[src/sha256_message_digest_defines.svh]
// Assertion macros shared by the digest block.
`ifndef SHA256_MESSAGE_DIGEST_DEFINES_SVH
`define SHA256_MESSAGE_DIGEST_DEFINES_SVH

// Implication checked at every clock edge outside reset.
`define SHA_ASSERT_IMPL(label, clk, rst_n, ante, cons, msg) \
    label: assert property (@(posedge clk) disable iff (!rst_n) (ante) |-> (cons)) \
        else $error(msg);

// Next-cycle implication checked outside reset.
`define SHA_ASSERT_NEXT(label, clk, rst_n, ante, cons, msg) \
    label: assert property (@(posedge clk) disable iff (!rst_n) (ante) |=> (cons)) \
        else $error(msg);

`endif

[src/sha_pkg.sv]
package sha_pkg;

    localparam int BlockBytes = 64;
    localparam int LenLimit   = 56;
    localparam logic [7:0] PadMark = 8'h80;

    typedef logic [31:0] t_word;
    typedef t_word [7:0] t_hash;

    typedef enum logic [1:0] {
        JOB_DATA  = 2'd0,
        JOB_FINAL = 2'd1,
        JOB_EXTRA = 2'd2
    } t_job_kind;

    typedef struct packed {
        t_job_kind   kind;
        logic [63:0] bits;
    } t_job_ctrl;

    typedef enum logic [2:0] {
        ST_IDLE  = 3'd0,
        ST_LOAD  = 3'd1,
        ST_ROUND = 3'd2,
        ST_ADD   = 3'd3,
        ST_EMIT  = 3'd4
    } t_core_state;

    localparam t_hash InitHash = {
        32'h5be0cd19, 32'h1f83d9ab, 32'h9b05688c, 32'h510e527f,
        32'ha54ff53a, 32'h3c6ef372, 32'hbb67ae85, 32'h6a09e667
    };

    function automatic t_word round_k(input logic [5:0] idx);
        t_word k;
        unique case (idx)
            6'd0: k = 32'h428a2f98;  6'd1: k = 32'h71374491;
            6'd2: k = 32'hb5c0fbcf;  6'd3: k = 32'he9b5dba5;
            6'd4: k = 32'h3956c25b;  6'd5: k = 32'h59f111f1;
            6'd6: k = 32'h923f82a4;  6'd7: k = 32'hab1c5ed5;
            6'd8: k = 32'hd807aa98;  6'd9: k = 32'h12835b01;
            6'd10: k = 32'h243185be; 6'd11: k = 32'h550c7dc3;
            6'd12: k = 32'h72be5d74; 6'd13: k = 32'h80deb1fe;
            6'd14: k = 32'h9bdc06a7; 6'd15: k = 32'hc19bf174;
            6'd16: k = 32'he49b69c1; 6'd17: k = 32'hefbe4786;
            6'd18: k = 32'h0fc19dc6; 6'd19: k = 32'h240ca1cc;
            6'd20: k = 32'h2de92c6f; 6'd21: k = 32'h4a7484aa;
            6'd22: k = 32'h5cb0a9dc; 6'd23: k = 32'h76f988da;
            6'd24: k = 32'h983e5152; 6'd25: k = 32'ha831c66d;
            6'd26: k = 32'hb00327c8; 6'd27: k = 32'hbf597fc7;
            6'd28: k = 32'hc6e00bf3; 6'd29: k = 32'hd5a79147;
            6'd30: k = 32'h06ca6351; 6'd31: k = 32'h14292967;
            6'd32: k = 32'h27b70a85; 6'd33: k = 32'h2e1b2138;
            6'd34: k = 32'h4d2c6dfc; 6'd35: k = 32'h53380d13;
            6'd36: k = 32'h650a7354; 6'd37: k = 32'h766a0abb;
            6'd38: k = 32'h81c2c92e; 6'd39: k = 32'h92722c85;
            6'd40: k = 32'ha2bfe8a1; 6'd41: k = 32'ha81a664b;
            6'd42: k = 32'hc24b8b70; 6'd43: k = 32'hc76c51a3;
            6'd44: k = 32'hd192e819; 6'd45: k = 32'hd6990624;
            6'd46: k = 32'hf40e3585; 6'd47: k = 32'h106aa070;
            6'd48: k = 32'h19a4c116; 6'd49: k = 32'h1e376c08;
            6'd50: k = 32'h2748774c; 6'd51: k = 32'h34b0bcb5;
            6'd52: k = 32'h391c0cb3; 6'd53: k = 32'h4ed8aa4a;
            6'd54: k = 32'h5b9cca4f; 6'd55: k = 32'h682e6ff3;
            6'd56: k = 32'h748f82ee; 6'd57: k = 32'h78a5636f;
            6'd58: k = 32'h84c87814; 6'd59: k = 32'h8cc70208;
            6'd60: k = 32'h90befffa; 6'd61: k = 32'ha4506ceb;
            6'd62: k = 32'hbef9a3f7; 6'd63: k = 32'hc67178f2;
            default: k = 32'h0;
        endcase
        return k;
    endfunction

    function automatic t_word rotr(input t_word x, input int n);
        return (x >> n) | (x << (32 - n));
    endfunction

endpackage

[src/sha_core.sv]
module sha_core (
    input  logic               i_clk,
    input  logic               i_rst_n,
    input  logic               i_job_valid,
    input  sha_pkg::t_job_ctrl i_job_ctrl,
    input  logic [511:0]       i_job_block,
    output logic               o_job_ready,
    output logic               o_res_valid,
    output logic [31:0]        o_res_word,
    output logic [2:0]         o_res_index,
    input  logic               i_res_ready,
    output logic               o_busy
);

    sha_pkg::t_core_state r_state, n_state;
    sha_pkg::t_hash r_hash;
    sha_pkg::t_word r_v [8];
    sha_pkg::t_word r_w [16];
    logic [5:0]  r_round;
    logic [2:0]  r_idx;
    logic        r_final;

    sha_pkg::t_word w_cur, s0, s1, t1, t2, w15, w2;

    always_comb begin
        w15 = r_w[1];
        w2  = r_w[14];
        s0  = sha_pkg::rotr(w15, 7) ^ sha_pkg::rotr(w15, 18) ^ (w15 >> 3);
        s1  = sha_pkg::rotr(w2, 17) ^ sha_pkg::rotr(w2, 19) ^ (w2 >> 10);
        w_cur = r_w[0];
        t1 = r_v[7] + (sha_pkg::rotr(r_v[4], 6) ^ sha_pkg::rotr(r_v[4], 11)
             ^ sha_pkg::rotr(r_v[4], 25)) + ((r_v[4] & r_v[5]) ^ (~r_v[4] & r_v[6]))
             + sha_pkg::round_k(r_round) + w_cur;
        t2 = (sha_pkg::rotr(r_v[0], 2) ^ sha_pkg::rotr(r_v[0], 13)
             ^ sha_pkg::rotr(r_v[0], 22))
             + ((r_v[0] & r_v[1]) ^ (r_v[0] & r_v[2]) ^ (r_v[1] & r_v[2]));
    end

    always_comb begin
        n_state = r_state;
        unique case (r_state)
            sha_pkg::ST_IDLE:  if (i_job_valid) n_state = sha_pkg::ST_ROUND;
            sha_pkg::ST_LOAD:  n_state = sha_pkg::ST_ROUND;
            sha_pkg::ST_ROUND: if (r_round == 6'd63) n_state = sha_pkg::ST_ADD;
            sha_pkg::ST_ADD:   n_state = r_final ? sha_pkg::ST_EMIT : sha_pkg::ST_IDLE;
            sha_pkg::ST_EMIT:  if (i_res_ready && r_idx == 3'd7) n_state = sha_pkg::ST_IDLE;
            default:           n_state = sha_pkg::ST_IDLE;
        endcase
    end

    always_comb begin
        o_job_ready = (r_state == sha_pkg::ST_IDLE);
        o_res_valid = (r_state == sha_pkg::ST_EMIT);
        o_res_word  = r_hash[r_idx];
        o_res_index = r_idx;
        o_busy      = (r_state != sha_pkg::ST_IDLE);
    end

    always_ff @(posedge i_clk) begin
        if (!i_rst_n) begin
            r_state <= sha_pkg::ST_IDLE;
            r_hash  <= sha_pkg::InitHash;
            r_idx   <= '0;
            r_final <= 1'b0;
        end else begin
            r_state <= n_state;
            unique case (r_state)
                sha_pkg::ST_IDLE: begin
                    if (i_job_valid) begin
                        r_final <= (i_job_ctrl.kind != sha_pkg::JOB_DATA);
                    end
                end
                sha_pkg::ST_ADD: begin
                    for (int i = 0; i < 8; i++) begin
                        r_hash[i] <= r_hash[i] + r_v[i];
                    end
                    r_idx <= '0;
                end
                sha_pkg::ST_EMIT: begin
                    if (i_res_ready) begin
                        r_idx <= r_idx + 3'd1;
                        if (r_idx == 3'd7) begin
                            r_hash <= sha_pkg::InitHash;
                        end
                    end
                end
                default: ;
            endcase
        end
    end

    always_ff @(posedge i_clk) begin
        if (r_state == sha_pkg::ST_IDLE && i_job_valid) begin
            for (int i = 0; i < 16; i++) begin
                r_w[i] <= i_job_block[511 - 32 * i -: 32];
            end
            for (int i = 0; i < 8; i++) begin
                r_v[i] <= r_hash[i];
            end
            r_round <= '0;
        end else if (r_state == sha_pkg::ST_ROUND) begin
            for (int i = 0; i < 15; i++) begin
                r_w[i] <= r_w[i + 1];
            end
            r_w[15] <= s1 + r_w[9] + s0 + r_w[0];
            r_v[7] <= r_v[6];
            r_v[6] <= r_v[5];
            r_v[5] <= r_v[4];
            r_v[4] <= r_v[3] + t1;
            r_v[3] <= r_v[2];
            r_v[2] <= r_v[1];
            r_v[1] <= r_v[0];
            r_v[0] <= t1 + t2;
            r_round <= r_round + 6'd1;
        end
    end

endmodule

[config.mk]
export PLATFORM = sky130hd
export DESIGN_NAME = sha_core
export DESIGN_NICKNAME = d
export VERILOG_FILES = /design/src/sha256_message_digest_defines.svh /design/src/sha_pkg.sv /design/src/sha_core.sv
export SDC_FILE = /design/constraint.sdc
export NUM_CORES = 2
export LEC_CHECK = 0
export BUFFER_PORTS_ARGS = -buffer_cell sky130_fd_sc_hd__buf_4
export CAP_MARGIN = 20
export CORE_MARGIN = 2
export CORE_UTILIZATION = 66
export CTS_CLUSTER_DIAMETER = 40
export DETAILED_ROUTE_END_ITERATION = 8
export GPL_ROUTABILITY_DRIVEN = 1
export PLACE_DENSITY = 0.86
export RECOVER_POWER = 100
export SETUP_SLACK_MARGIN = 0.2
export SLEW_MARGIN = 20
export SYNTH_ARGS = -nofsm -noshare
export SYNTH_HDL_FRONTEND = slang
export SYNTH_SLANG_ARGS = --single-unit
export TNS_END_PERCENT = 30
[constraint.sdc]
create_clock -name i_clk -period 32.4 [get_ports i_clk]
set_clock_uncertainty 0.05 [all_clocks]
set_input_delay 0 -clock i_clk [delete_from_list [all_inputs] [get_ports i_clk]]
set_output_delay 0 -clock i_clk [all_outputs]
set_load 0.1 [all_outputs]
==> results.ini, run 1 <==
[floorplanning]
die_h_um=333
initial_core_util_pct=66.6
io_pins=620
die_w_um=333
rows=120

[synth]
syn_inst=7894
ys_seq_elements=1069
synth_nets=9062
async_reset_ff_share_pct=0
synthDistinctLibCells=90
ys.flop_type=edfxtp_1
ys_seq_area_share_pct=40.8
synth_area_mm2=0.0713
syn_avg_cell_area_um2=9.03
yosys_warnings=0
synth_edf_count=768

[clock_network]
clock_path_buffers=3
cts_max_level=4
cts_buffers=159
clock-sinks=1069
root_buffer=clkbuf_16
post_cts_buffers=0

[global_route]
antenna_found_initial=143
grt_max_degree=201
grt.total_usage_pct=71.3
overflow=10

[status]
outcome=did not finish
error=[ERROR GRT-0232] Routing congestion too high. Check the congestion heatmap in the GUI.
lastStage=5_1_grt

[placement]
gp_congestion=0.998
port_buffers=555
place_hpwl_um=186000

-- per-layer routing --
metal / overflow / GRT usage [%]
met3: 0 / 54.5
met1: 0 / 70.1
met2: 3 / 88.4
met5: 0 / 37.1
met4: 7 / 72.6
-- cells in the mapped netlist (all sizes together) (11+ instances only) --
library cell,number,area (um^2)
nand2,2448,9190
edfxtp,768,23100
a21oi,411,2060
ha,391,4890
xnor2,374,3280
o21ai,371,1860
clkbuf,368,1380
inv,305,1140
dfxtp,301,6030
nor2,258,968
a21o,218,1640
fa,195,3900
xor2,176,1540
nor2b,106,663
o22ai,101,638
nor3,81,405
nand3,70,350
mux4,64,1440
mux2,61,687
o21a,60,450
a22oi,58,435
o211ai,57,428
o21bai,46,345
a211oi,45,338
nand2b,44,275
a31oi,43,269
and3,42,268
buf,41,161
or3,35,219
nand4,28,175
o31ai,27,208
and2,24,151
a21boi,23,173
nor3b,23,183
mux2i,13,130
o311ai,13,114
o31a,13,114
a2111oi,12,111
a311oi,12,118
o2111ai,12,105
or2,12,75.1
a221oi,11,96.3
nor4,11,68.8
-- stage by stage --
stage	cell area, um^2	cells	worst slack (ns)	util [%]	hold slack, ns
after CTS	89600	10600	23.08	83.7	0.000284
after floorplan	71300	7894	11.63	-	0.118
after global placement	76200	9509	23.30	71.2	0.210
after detailed placement	76200	9509	23.16	71.2	0.212
-- cells by family after synthesis --
logic type      synth area share, %
compound gates                 14.4
xor+xnor                       6.79
fa+ha+maj                      12.4
buf+inv                        3.79
flops                          40.8
mux                            3.17
simple gates                   18.6
-- timing repair --
| item | 4_1_cts |
|---|---|
| resized for setup | 0 |
| endpoints found under the hold margin | 611 |
| hold buffers | 775 |
==> run 2, diff against run 1 <==
CORE_UTILIZATION = 40   (was 66)
CTS_CLUSTER_DIAMETER = default   (was 40)
PLACE_DENSITY = default   (was 0.86)
PLACE_DENSITY_LB_ADDON = 0.15   (was default)
SETUP_SLACK_MARGIN = default   (was 0.2)
==> run 2 against run 1 <==
  * The flow now finishes, with violations (capacitance limit, slew limit)
  * Synthesized cell count stayed put
  * Synthesized area unchanged
==> results.ini, run 2 <==
[synth]
synth_area_mm2=0.0713  ; unchanged
ys.flop_type=edfxtp_1
synth_most_common_cell=nand2_1
ys_seq_elements=1069  ; unchanged
ys_seq_area_share_pct=40.8  ; unchanged
synthTopCellsByArea=edfxtp_1 32%, nand2_1 13%, dfxtp_1 8.5%, ha_1 6.9%, fa_1 5.5%
synth_top_area_cell=edfxtp_1
synth_nets=9062  ; unchanged
yosys_warnings=0  ; unchanged
syn_inst=7894  ; unchanged
async_reset_ff_share_pct=0  ; unchanged
synth_top_cell_area_share_pct=32.4  ; unchanged
synthDistinctLibCells=90  ; unchanged
syn_avg_cell_area_um2=9.03  ; unchanged
synth_edf_count=768  ; unchanged
synthTopCellsByCount=2448 x nand2_1, 768 x edfxtp_1, 411 x a21oi_1, 391 x ha_1, 374 x xnor2_1

[global_route]
antenna_found_initial=37
grt_max_degree=196
overflow=0
grt.total_usage_pct=30.6
grt_pass1_wl_um=414000
grt_pass1_vias=64600

[floorplanning]
io_pins=620  ; unchanged
die_w_um=426  ; +28%
die_h_um=426  ; +28%
design.die.area_mm2=0.182
core_mm2=0.176
initial_core_util_pct=40.4  ; -26 points
rows=154  ; +28%

[placement]
gp_congestion=0.959  ; -3.9%
port_buffers=555  ; unchanged
place_hpwl_um=202000  ; +8.4%

[clock_network]
clock_path_buffers=3  ; unchanged
clk_latency_ns=0.81
ctsResizeCount=0  ; unchanged
cts_tree=done
clock-sinks=1069  ; unchanged
root_buffer=clkbuf_16
clk_pin_slew_worst_paths_ns=0.06
cts_max_level=4  ; unchanged
cts_buffers=132  ; -17%

[setup_path]
critPathMaxFanout=86
start_kind=flop
critPathRequiredTime_ns=32.63
crit_type=reg2reg
arrival_ns=17.01
worstSetupEndpointType=flop
reg2regPathDepth=8

[cells_and_area]
seq_area_mm2=0.0291
final_common_cell=nand2_1
drive_gt1_share_pct=9.63
fill_cells=16000
largestRegisters=r_w x512, r_hash x256, r_v x256
layout.nets=10400
final_util_pct=51.6
multi_input_area_mm2=0.0395
layout_common_cells=2447 x nand2_1, 968 x dlygate4sd3_1, 768 x edfxtp_1
largest_reg_flops=512
syn_to_final_growth_pct=27.8
regMostFlops=r_w

[sta]
finalCritPeriodShare_pct=51.8
post-route-min-period_ns=16.78
slew_viol_final=2903
hold_viol=0
rsz0062_at_grt=no
slew_headroom_pct=-444
setup_viol=0
fmax_mhz=59.6
setup-tns-final_ns=0
worst_pin_slew_ns=8.16

[routing]
route.met2.wl_um=137000
top_layer_used=met5
dr_wl_met3_um=18100
routed_wl_um=283000
drtAntennaViolNets=0
wl_per_cell_um=24.3
avgViaCountPerCell=5.54
dr_total_vias=64700
wl_met1_um=111000
drc=0
firstDrtPassIters=6
drt_iter0_drc=5745

[status]
outcome=finished with violations
violations=capacitance limit, slew limit

[hold_path]
hp-class=in2reg
hold_path_depth=4

[job]
max-cap-violations=44

==> run 2: cell counts after synthesis <==
Identical to the previous run, type by type.
==> run 2: layer usage <==
| layer | GRT usage [%] | vias to the layer above |
|---|---|---|
| met5 | 0 | - |
| met4 | 16.5 | 8 |
| met3 | 4.27 | 589 |
| met2 | 52.0 | 2697 |
| met1 | 37.6 | 31400 |
| li1 | - | 30000 |
==> run 2: worst paths after layout <==
path | start | endpoint | slack (ns)
worst max-delay path | r_state[2] | r_w[7][23] | 15.62
worst min-delay path | i_job_block[27] | r_w[15][27] | 0.05
worst max register to register | r_state[2] | r_w[7][23] | 15.62
worst min register to register | r_round[5] | r_state[0] | 0.41
==> run 2: cell type report <==
type	count	area share (%)
Multi-Input combinational cell	6108	43.3
Sequential cell	1069	31.9
Timing Repair Buffer	1587	15.5
Clock buffer	180	4.03
Tap cell	2340	3.22
Inverter	308	1.27
Clock inverter	55	0.632
Antenna cell	32	0.0879
==> run 2: per-stage QoR <==
step,setup slack (ns),instance area [um^2],instances,hold WS [ns]
finish,15.62,91100,11700,0.0468
floorplan,11.63,71300,7894,0.118
global placement,23.09,77400,10400,0.210
global route,14.20,91100,11700,0.0295
detailed placement,23.12,77400,10400,0.213
CTS,23.04,91400,11600,0.000670
==> run 2: critical path, stage by stage, from the launching register on <==
cell,delay [ns]
dfxtp_1,0.30
clkbuf_1,0.32
nor2_1,0.20
nand2_1,1.13
nand2_1,3.10
clkbuf_1,2.68
clkbuf_1,1.99
clkbuf_1,2.83
clkbuf_1,3.38
==> run 2: kinds of logic (layout without fill, tap and decap cells) <==
| logic type | count (synthesis) | after routing | share of synthesized area, % |
|---|---|---|---|
| other cells | 0 | 32 | 0 |
| buf+inv | 717 | 2130 | 3.79 |
| flops | 1069 | 1069 | 40.8 |
| simple gates | 3213 | 3213 | 18.6 |
| fa+ha+maj | 590 | 590 | 12.4 |
| mux | 138 | 138 | 3.17 |
| xor+xnor | 551 | 551 | 6.79 |
| compound gates | 1616 | 1616 | 14.4 |
==> run 2: what timing repair did <==
item | 4_1_cts | 5_1_grt
hold buffers | 968 | 0
setup buffers | 0 | 0
endpoints found under the hold margin | 574 | 0
Power of run 2 is not shown: default switching activity piles up to over one toggle a cycle in this logic, so the estimate is an artifact.
