## src/sha256_message_digest_defines.svh

```systemverilog
// Assertion macros shared by the digest block.
`ifndef SHA256_MESSAGE_DIGEST_DEFINES_SVH
`define SHA256_MESSAGE_DIGEST_DEFINES_SVH

// Implication checked at every clock edge outside reset.
`define SHA_ASSERT_IMPL(label, clk, rst_n, ante, cons, msg) \
    label: assert property (@(posedge clk) disable iff (!rst_n) (ante) |-> (cons)) \
        else $error(msg);

// Next-cycle implication checked outside reset.
`define SHA_ASSERT_NEXT(label, clk, rst_n, ante, cons, msg) \
    label: assert property (@(posedge clk) disable iff (!rst_n) (ante) |=> (cons)) \
        else $error(msg);

`endif

```

## src/sha_pkg.sv

```systemverilog
package sha_pkg;

    localparam int BlockBytes = 64;
    localparam int LenLimit   = 56;
    localparam logic [7:0] PadMark = 8'h80;

    typedef logic [31:0] t_word;
    typedef t_word [7:0] t_hash;

    typedef enum logic [1:0] {
        JOB_DATA  = 2'd0,
        JOB_FINAL = 2'd1,
        JOB_EXTRA = 2'd2
    } t_job_kind;

    typedef struct packed {
        t_job_kind   kind;
        logic [63:0] bits;
    } t_job_ctrl;

    typedef enum logic [2:0] {
        ST_IDLE  = 3'd0,
        ST_LOAD  = 3'd1,
        ST_ROUND = 3'd2,
        ST_ADD   = 3'd3,
        ST_EMIT  = 3'd4
    } t_core_state;

    localparam t_hash InitHash = {
        32'h5be0cd19, 32'h1f83d9ab, 32'h9b05688c, 32'h510e527f,
        32'ha54ff53a, 32'h3c6ef372, 32'hbb67ae85, 32'h6a09e667
    };

    function automatic t_word round_k(input logic [5:0] idx);
        t_word k;
        unique case (idx)
            6'd0: k = 32'h428a2f98;  6'd1: k = 32'h71374491;
            6'd2: k = 32'hb5c0fbcf;  6'd3: k = 32'he9b5dba5;
            6'd4: k = 32'h3956c25b;  6'd5: k = 32'h59f111f1;
            6'd6: k = 32'h923f82a4;  6'd7: k = 32'hab1c5ed5;
            6'd8: k = 32'hd807aa98;  6'd9: k = 32'h12835b01;
            6'd10: k = 32'h243185be; 6'd11: k = 32'h550c7dc3;
            6'd12: k = 32'h72be5d74; 6'd13: k = 32'h80deb1fe;
            6'd14: k = 32'h9bdc06a7; 6'd15: k = 32'hc19bf174;
            6'd16: k = 32'he49b69c1; 6'd17: k = 32'hefbe4786;
            6'd18: k = 32'h0fc19dc6; 6'd19: k = 32'h240ca1cc;
            6'd20: k = 32'h2de92c6f; 6'd21: k = 32'h4a7484aa;
            6'd22: k = 32'h5cb0a9dc; 6'd23: k = 32'h76f988da;
            6'd24: k = 32'h983e5152; 6'd25: k = 32'ha831c66d;
            6'd26: k = 32'hb00327c8; 6'd27: k = 32'hbf597fc7;
            6'd28: k = 32'hc6e00bf3; 6'd29: k = 32'hd5a79147;
            6'd30: k = 32'h06ca6351; 6'd31: k = 32'h14292967;
            6'd32: k = 32'h27b70a85; 6'd33: k = 32'h2e1b2138;
            6'd34: k = 32'h4d2c6dfc; 6'd35: k = 32'h53380d13;
            6'd36: k = 32'h650a7354; 6'd37: k = 32'h766a0abb;
            6'd38: k = 32'h81c2c92e; 6'd39: k = 32'h92722c85;
            6'd40: k = 32'ha2bfe8a1; 6'd41: k = 32'ha81a664b;
            6'd42: k = 32'hc24b8b70; 6'd43: k = 32'hc76c51a3;
            6'd44: k = 32'hd192e819; 6'd45: k = 32'hd6990624;
            6'd46: k = 32'hf40e3585; 6'd47: k = 32'h106aa070;
            6'd48: k = 32'h19a4c116; 6'd49: k = 32'h1e376c08;
            6'd50: k = 32'h2748774c; 6'd51: k = 32'h34b0bcb5;
            6'd52: k = 32'h391c0cb3; 6'd53: k = 32'h4ed8aa4a;
            6'd54: k = 32'h5b9cca4f; 6'd55: k = 32'h682e6ff3;
            6'd56: k = 32'h748f82ee; 6'd57: k = 32'h78a5636f;
            6'd58: k = 32'h84c87814; 6'd59: k = 32'h8cc70208;
            6'd60: k = 32'h90befffa; 6'd61: k = 32'ha4506ceb;
            6'd62: k = 32'hbef9a3f7; 6'd63: k = 32'hc67178f2;
            default: k = 32'h0;
        endcase
        return k;
    endfunction

    function automatic t_word rotr(input t_word x, input int n);
        return (x >> n) | (x << (32 - n));
    endfunction

endpackage

```

## src/sha_front.sv

```systemverilog
module sha_front (
    input  logic                i_clk,
    input  logic                i_rst_n,
    input  logic                i_push,
    input  logic [7:0]          i_message_byte,
    input  logic                i_has_byte,
    input  logic                i_end_of_message,
    output logic                o_full,
    output logic                o_job_valid,
    output sha_pkg::t_job_ctrl  o_job_ctrl,
    output logic [511:0]        o_job_block,
    input  logic                i_job_ready
);

    // Block assembly: a byte register file, a fill count and the running bit length.
    // The extra padding block is queued behind the first when the length does not fit.
    // It starts with the pad mark only when the message ended exactly on a full block.
    logic [7:0]  r_buf [64];
    logic [5:0]  r_fill;
    logic [63:0] r_bits;
    logic        r_pend_extra;
    logic [63:0] r_extra_bits;
    logic        r_extra_mark;

    logic        accept;
    logic [6:0]  fill_after;
    logic [63:0] bits_after;
    logic        emit_now;
    logic [511:0] block_now;
    logic [511:0] n_block;
    sha_pkg::t_job_ctrl n_ctrl;
    logic        n_extra;
    logic [5:0]  pad_pos;
    logic [7:0]  byte_sel [64];

    assign o_full = o_job_valid && !i_job_ready || r_pend_extra;
    assign accept = i_push && !o_full;

    always_comb begin
        fill_after = {1'b0, r_fill} + {6'd0, i_has_byte};
        bits_after = r_bits + (i_has_byte ? 64'd8 : 64'd0);
        pad_pos    = fill_after[5:0];
        emit_now   = 1'b0;
        n_extra    = 1'b0;
        n_ctrl.kind = sha_pkg::JOB_DATA;
        n_ctrl.bits = bits_after;
        for (int i = 0; i < 64; i++) begin
            byte_sel[i] = (i_has_byte && i == int'(r_fill)) ? i_message_byte : r_buf[i];
        end
        if (fill_after[6]) begin
            emit_now = 1'b1;
            for (int i = 0; i < 64; i++) begin
                n_block[511 - 8 * i -: 8] = byte_sel[i];
            end
            if (i_end_of_message) begin
                n_extra = 1'b1;
            end
        end else begin
            for (int i = 0; i < 64; i++) begin
                n_block[511 - 8 * i -: 8] = byte_sel[i];
            end
            if (i_end_of_message) begin
                emit_now = 1'b1;
                for (int i = 0; i < 64; i++) begin
                    if (i == int'(pad_pos)) begin
                        n_block[511 - 8 * i -: 8] = sha_pkg::PadMark;
                    end else if (i > int'(pad_pos)) begin
                        n_block[511 - 8 * i -: 8] = 8'h00;
                    end
                end
                if (int'(pad_pos) >= sha_pkg::LenLimit) begin
                    n_extra = 1'b1;
                end else begin
                    n_ctrl.kind = sha_pkg::JOB_FINAL;
                    n_block[63:0] = bits_after;
                end
            end
        end
        block_now = n_block;
    end

    always_ff @(posedge i_clk) begin
        if (!i_rst_n) begin
            r_fill       <= '0;
            r_bits       <= '0;
            r_pend_extra <= 1'b0;
            o_job_valid  <= 1'b0;
        end else begin
            if (r_pend_extra && (!o_job_valid || i_job_ready)) begin
                o_job_valid  <= 1'b1;
                r_pend_extra <= 1'b0;
            end else if (accept) begin
                if (i_has_byte) begin
                    r_buf[r_fill] <= i_message_byte;
                end
                r_fill      <= i_end_of_message ? 6'd0 : fill_after[5:0];
                r_bits      <= i_end_of_message ? 64'd0 : bits_after;
                o_job_valid <= emit_now;
                if (emit_now) begin
                    r_pend_extra <= n_extra;
                end
            end else if (o_job_valid && i_job_ready) begin
                o_job_valid <= 1'b0;
            end
        end
    end

    always_ff @(posedge i_clk) begin
        if (r_pend_extra && (!o_job_valid || i_job_ready)) begin
            o_job_ctrl.kind <= sha_pkg::JOB_EXTRA;
            o_job_ctrl.bits <= r_extra_bits;
            o_job_block     <= {(r_extra_mark ? sha_pkg::PadMark : 8'h00), 440'd0,
                                r_extra_bits};
        end else if (accept && emit_now) begin
            o_job_ctrl   <= n_ctrl;
            o_job_block  <= block_now;
            r_extra_bits <= bits_after;
            r_extra_mark <= fill_after[6];
        end
    end

endmodule

```

## config.mk

```make
export PLATFORM = sky130hd
export DESIGN_NAME = sha_front
export DESIGN_NICKNAME = d
export VERILOG_FILES = /design/src/sha256_message_digest_defines.svh /design/src/sha_pkg.sv /design/src/sha_front.sv
export SDC_FILE = /design/constraint.sdc
export NUM_CORES = 2
export LEC_CHECK = 0
export BUFFER_PORTS_ARGS = -buffer_cell sky130_fd_sc_hd__buf_2
export CORE_ASPECT_RATIO = 1.2
export CORE_MARGIN = 2
export CORE_UTILIZATION = 35
export DETAILED_ROUTE_END_ITERATION = 16
export PLACE_DENSITY = 0.65
export SYNTH_ARGS = -nofsm -noshare
export SYNTH_HDL_FRONTEND = slang
export SYNTH_SLANG_ARGS = --single-unit
export TNS_END_PERCENT = 10
```

## constraint.sdc

```tcl
create_clock -name i_clk -period 5.9 [get_ports i_clk]
set_clock_uncertainty 0.05 [all_clocks]
set_input_delay 0.59 -clock i_clk [delete_from_list [all_inputs] [get_ports i_clk]]
set_output_delay 0.59 -clock i_clk [all_outputs]
set_load 0.05 [all_outputs]
```

==> impl.org <==
** Worst setup path
- STA classifies the critical path endpoint as a flip-flop.
- Worst endpoint data arrival time :: 5.48 ns
- Destination of the worst register-to-register timing path :: o_job_block[460]
- The worst setup path is launched from a flip-flop.
- Slack of the worst reg-to-reg path :: 1.0 ns
- Worst Path Max Fanout :: 185
- Setup CP Type :: flip-flop to flip-flop
- Register-to-Register Path Depth :: 14
- The worst register-to-register path begins at r_fill[0].
- Tracing the worst setup path back leads to its startpoint at r_fill[0].
- Worst path required time :: 6.48 ns

** Clocking
- Clock tree synthesis found a total of ~1200 sinks.
- At the later pin of the worst-skew pair, clock insertion delay measures 0.79 ns.
- Count of hold-fix buffers inserted at cts :: 0
- Clock tree from TritonCTS :: done
- The number of clock buffers added by TritonCTS is 119.
- Register clock-pin slew on the reported worst setup and hold paths :: around 0.070 ns
- After clock tree synthesis, the setup repair step added 0 buffers.
- Maximum buffer depth of the clock tree :: 3
- Total number of H-tree levels :: 3
- The tree is rooted in a sky130_fd_sc_hd__clkbuf_16.
- Once the clock tree was built, the resizer swapped 0 gates to a different size.

** Floorplanning
- Overall die height :: 417 um
- Pin placement for this block handled 594 I/O pins.
- The total area inside the core boundary comes to 141000 um^2.
- The floorplan step defined a die boundary enclosing 145000 um^2.
- The initialized floorplan defines 151 standard-cell rows.
- The initial utilization of the core area, before any placement, comes to 0.352.
- The die is 348 um wide.

** Hold path
- The startpoint identified for the worst hold timing path is i_push.
- Cells on Worst Hold Path :: 3
- For hold timing, the worst endpoint is o_job_valid.
- The tightest min-delay check is of the input pin to flip-flop type.

** Placed design
- Timing analysis after detailed placement gives a worst setup slack of 0.992 ns.
- After detailed placement, the design holds a cell count of 6553.
- Final estimated routing congestion in global placement :: 0.984
- Port buffer count :: 590
- Half-perimeter wire length of the detailed placement result :: roughly 130000 um

** Detailed routing
- Number of nets with antenna violations after routing :: 0
- Via count of the routed design :: 37507
- The first detailed-routing pass ran for 7 iterations.
- Drt wl/cell :: 27.0 um
- After detailed routing, the number of remaining DRC violations is 0.
- Initial DRC count :: 4201
- Final wirelength :: 183000 um
- After detailed routing, the number of vias per cell comes to 5.53.

** Logic synthesis
- Of the post-synthesis cell area, the dominant cell type holds 0.427.
- The post-synthesis compound-gate area fraction was 0.113.
- In the synthesized netlist the async set-or-reset flop fraction comes to 0.
- Of the total synthesized cell area, the portion taken by AND, OR, NAND and NOR gates is 0.116.
- After synthesis, the largest family of logic cells by area is simple AND/OR/NAND/NOR gates.
- After synthesis, the share of cell area in mux cells is 0.0977.
- Counting every instance in the synthesized netlist gives approximately 4300.
- Summed over all instances, the cell type with the most area after synthesis is sky130_fd_sc_hd__edfxtp_1.
- Most used standard cell by instance count after synthesis :: sky130_fd_sc_hd__edfxtp_1
- For this run, the number of Yosys warnings is 0.
- Main area contributors after synthesis :: sky130_fd_sc_hd__edfxtp_1 43%, sky130_fd_sc_hd__dfxtp_1 21%, sky130_fd_sc_hd__mux2i_1 9.0%
- Adder-cell share of the synthesized area :: 0.00126
- Summed instance area of the synthesized netlist :: 49700 um^2
- Synthesized area divided by synthesized cell count :: 11.5 um^2
- Synth unique cells :: 95
- Most frequent cells after synthesis :: 707 x sky130_fd_sc_hd__edfxtp_1, 633 x sky130_fd_sc_hd__nand2_1, 511 x sky130_fd_sc_hd__dfxtp_1, 501 x sky130_fd_sc_hd__o21ai_0, 447 x sky130_fd_sc_hd__mux2i_1
- Fraction of synthesized cell area in xor and xnor cells :: 0.0114
- Primary flip-flop cell chosen by synthesis mapping :: sky130_fd_sc_hd__edfxtp_1
- Synthesis inferred 1218 register bits.
- In this run, synthesis inferred 707 flip-flops with an integrated enable.
- Proportion of synthesized chip area in sequential cells :: 0.633

** Layout
- After filler insertion, the fill cell instance count of the layout stands at 13297.
- In the final layout, the multi-input gates occupy 17000 um^2.
- Final net count :: 4857
- The area growth from synthesis to layout is 18.0%.
- The count of cells in the finished layout, fillers not included, comes to 6781.
- Reg area :: about 31000 um^2
- Layout cell share with drive strength beyond 1 :: 0.199

** STA
- Accumulated negative setup slack :: 0 ns
- The number of pins exceeding their max-slew limit in the final report is 0.
- Transition time at the pin with the least slew margin :: 1.30 ns
- Final setup vio count :: 0
- The hold violation count in the final report was 0.
- Peak Freq :: 204 MHz
- Setup repair after global routing left no endpoint under its margin.
- The smallest clock period supported by the final layout is computed as 4.90 ns.
- Setup slack after layout :: 0.999 ns
- Period utilisation layout :: 0.831
- Headroom to the max-slew limit came out at 0.133.

** Job
- Max-cap violations in this run came to 0.

** Power and ir drop
- Across the VDD grid, the largest voltage drop is 0.261 mV.
- Total power per unit cell area :: 326 nW/um^2
- The analysis attributes to cell leakage a power of between 20 and 25 nW.

** Global routing
- The via count of the first global-routing pass is 35006.
- Antenna violations before repair :: 7
- The first global-routing pass estimated 257000 um of wire.
- Final global-route overflow total :: 0
- Across every metal layer, demand over resource in global routing totals 0.243.
- Entering global routing, the biggest net connects 186 pins.

** Run status
- Status :: complete, no violations
## registers in the layout (all words and copies together), names as in the netlist
register and count:
o_job_valid 1, r_bits 61, r_buf 512, o_job_block 512
r_extra_bits 61, r_fill 6, r_extra_mark 1, o_job_ctrl 63
r_pend_extra 1
## worst max-delay path, stage by stage, from the launching register on
cell                      delay [ns]
sky130_fd_sc_hd__dfxtp_1        0.30
sky130_fd_sc_hd__buf_4          0.22
sky130_fd_sc_hd__ha_1           0.21
sky130_fd_sc_hd__ha_1           0.47
sky130_fd_sc_hd__and2_0         0.41
sky130_fd_sc_hd__nand2_1        0.11
sky130_fd_sc_hd__buf_4          0.21
sky130_fd_sc_hd__inv_2          0.07
sky130_fd_sc_hd__o21ai_4        0.17
sky130_fd_sc_hd__inv_6          0.06
sky130_fd_sc_hd__nor2_4         0.14
sky130_fd_sc_hd__buf_12         0.42
sky130_fd_sc_hd__buf_4          0.98
sky130_fd_sc_hd__nand2_1        0.15
sky130_fd_sc_hd__o21ai_0        0.12
## power breakdown
part,switching [mW],internal [mW],leakage (nW),total (mW)
Combinational,1.57,0.307,11.0,1.88
Clock,3.45,4.41,1.93,7.86
Sequential,0.156,9.24,10.4,9.40
Total,5.18,14.0,23.3,19.1
## metal layers
| layer | up-vias | track usage | wire length [um] |
|---|---|---|---|
| met4 | 8 | 0.113 | 9210 |
| li1 | 16757 | - | - |
| met5 | - | 0 | 49 |
| met3 | 375 | 0.0769 | 18400 |
| met1 | 18559 | 0.295 | 70100 |
| met2 | 1808 | 0.393 | 85300 |
## kinds of logic after synthesis
logic type               after synthesis
flip-flops                          1218
XOR/XNOR                              65
multiplexers                         481
AO/OA/AOI/OAI                        962
AND/OR/NAND/NOR                     1253
buffers and inverters                325
adder cells (fa/ha/maj)                5
other                                  1
## cells in the final DEF (no fill, tap or decap), drive strengths merged, types with 17 or more instances in the layout
cell / Yosys / layout
inv: 49 / 58
xor2: 23 / 23
buf: 105 / 679
and3: 31 / 31
a22oi: 42 / 42
dfxtp: 511 / 511
o221ai: 17 / 17
nand2: 637 / 637
xnor2: 42 / 42
o21ai: 545 / 545
a31oi: 36 / 36
clkinv: 2 / 32
nor2: 285 / 285
edfxtp: 707 / 707
mux2: 34 / 34
a32o: 21 / 21
a21oi: 158 / 158
mux2i: 447 / 447
clkbuf: 169 / 170
nor4: 18 / 18
and4: 18 / 18
nand4: 36 / 36
nor3: 49 / 49
nand3: 94 / 94
## worst max path at each step
stage	end	depth (start not counted)
3_3_place_gp	o_job_block[481]	14
5_1_grt	o_job_block[481]	14
6_report	o_job_block[460]	14
2_1_floorplan	o_job_block[0]	12
4_1_cts	o_job_block[460]	14
3_5_place_dp	o_job_block[457]	14
## cell type report
| cell class | instances | share of cell area |
|---|---|---|
| Antenna cell | 1 | 0.0000427 |
| Sequential cell | 1218 | 0.536 |
| Inverter | 51 | 0.00339 |
| Clock inverter | 57 | 0.0116 |
| Multi-Input combinational cell | 2769 | 0.289 |
| Timing Repair Buffer | 679 | 0.0636 |
| Clock buffer | 170 | 0.0568 |
| Tap cell | 1836 | 0.0392 |
## per-stage QoR
| step | total power, mW | hold slack (ns) | utilization | cell area [um^2] |
|---|---|---|---|---|
| floorplan | 10.8 | 0.407 | - | 49700 |
| global placement | 11.4 | 0.379 | 0.387 | 54600 |
| detailed placement | 11.4 | 0.387 | 0.387 | 54600 |
| CTS | 19.2 | 0.0133 | 0.416 | 58700 |
| global route | 19.6 | 0.0629 | 0.416 | 58700 |
| finish | 19.1 | 0.105 | 0.416 | 58700 |
No activity file was read; power rests on OpenSTA's default activity.
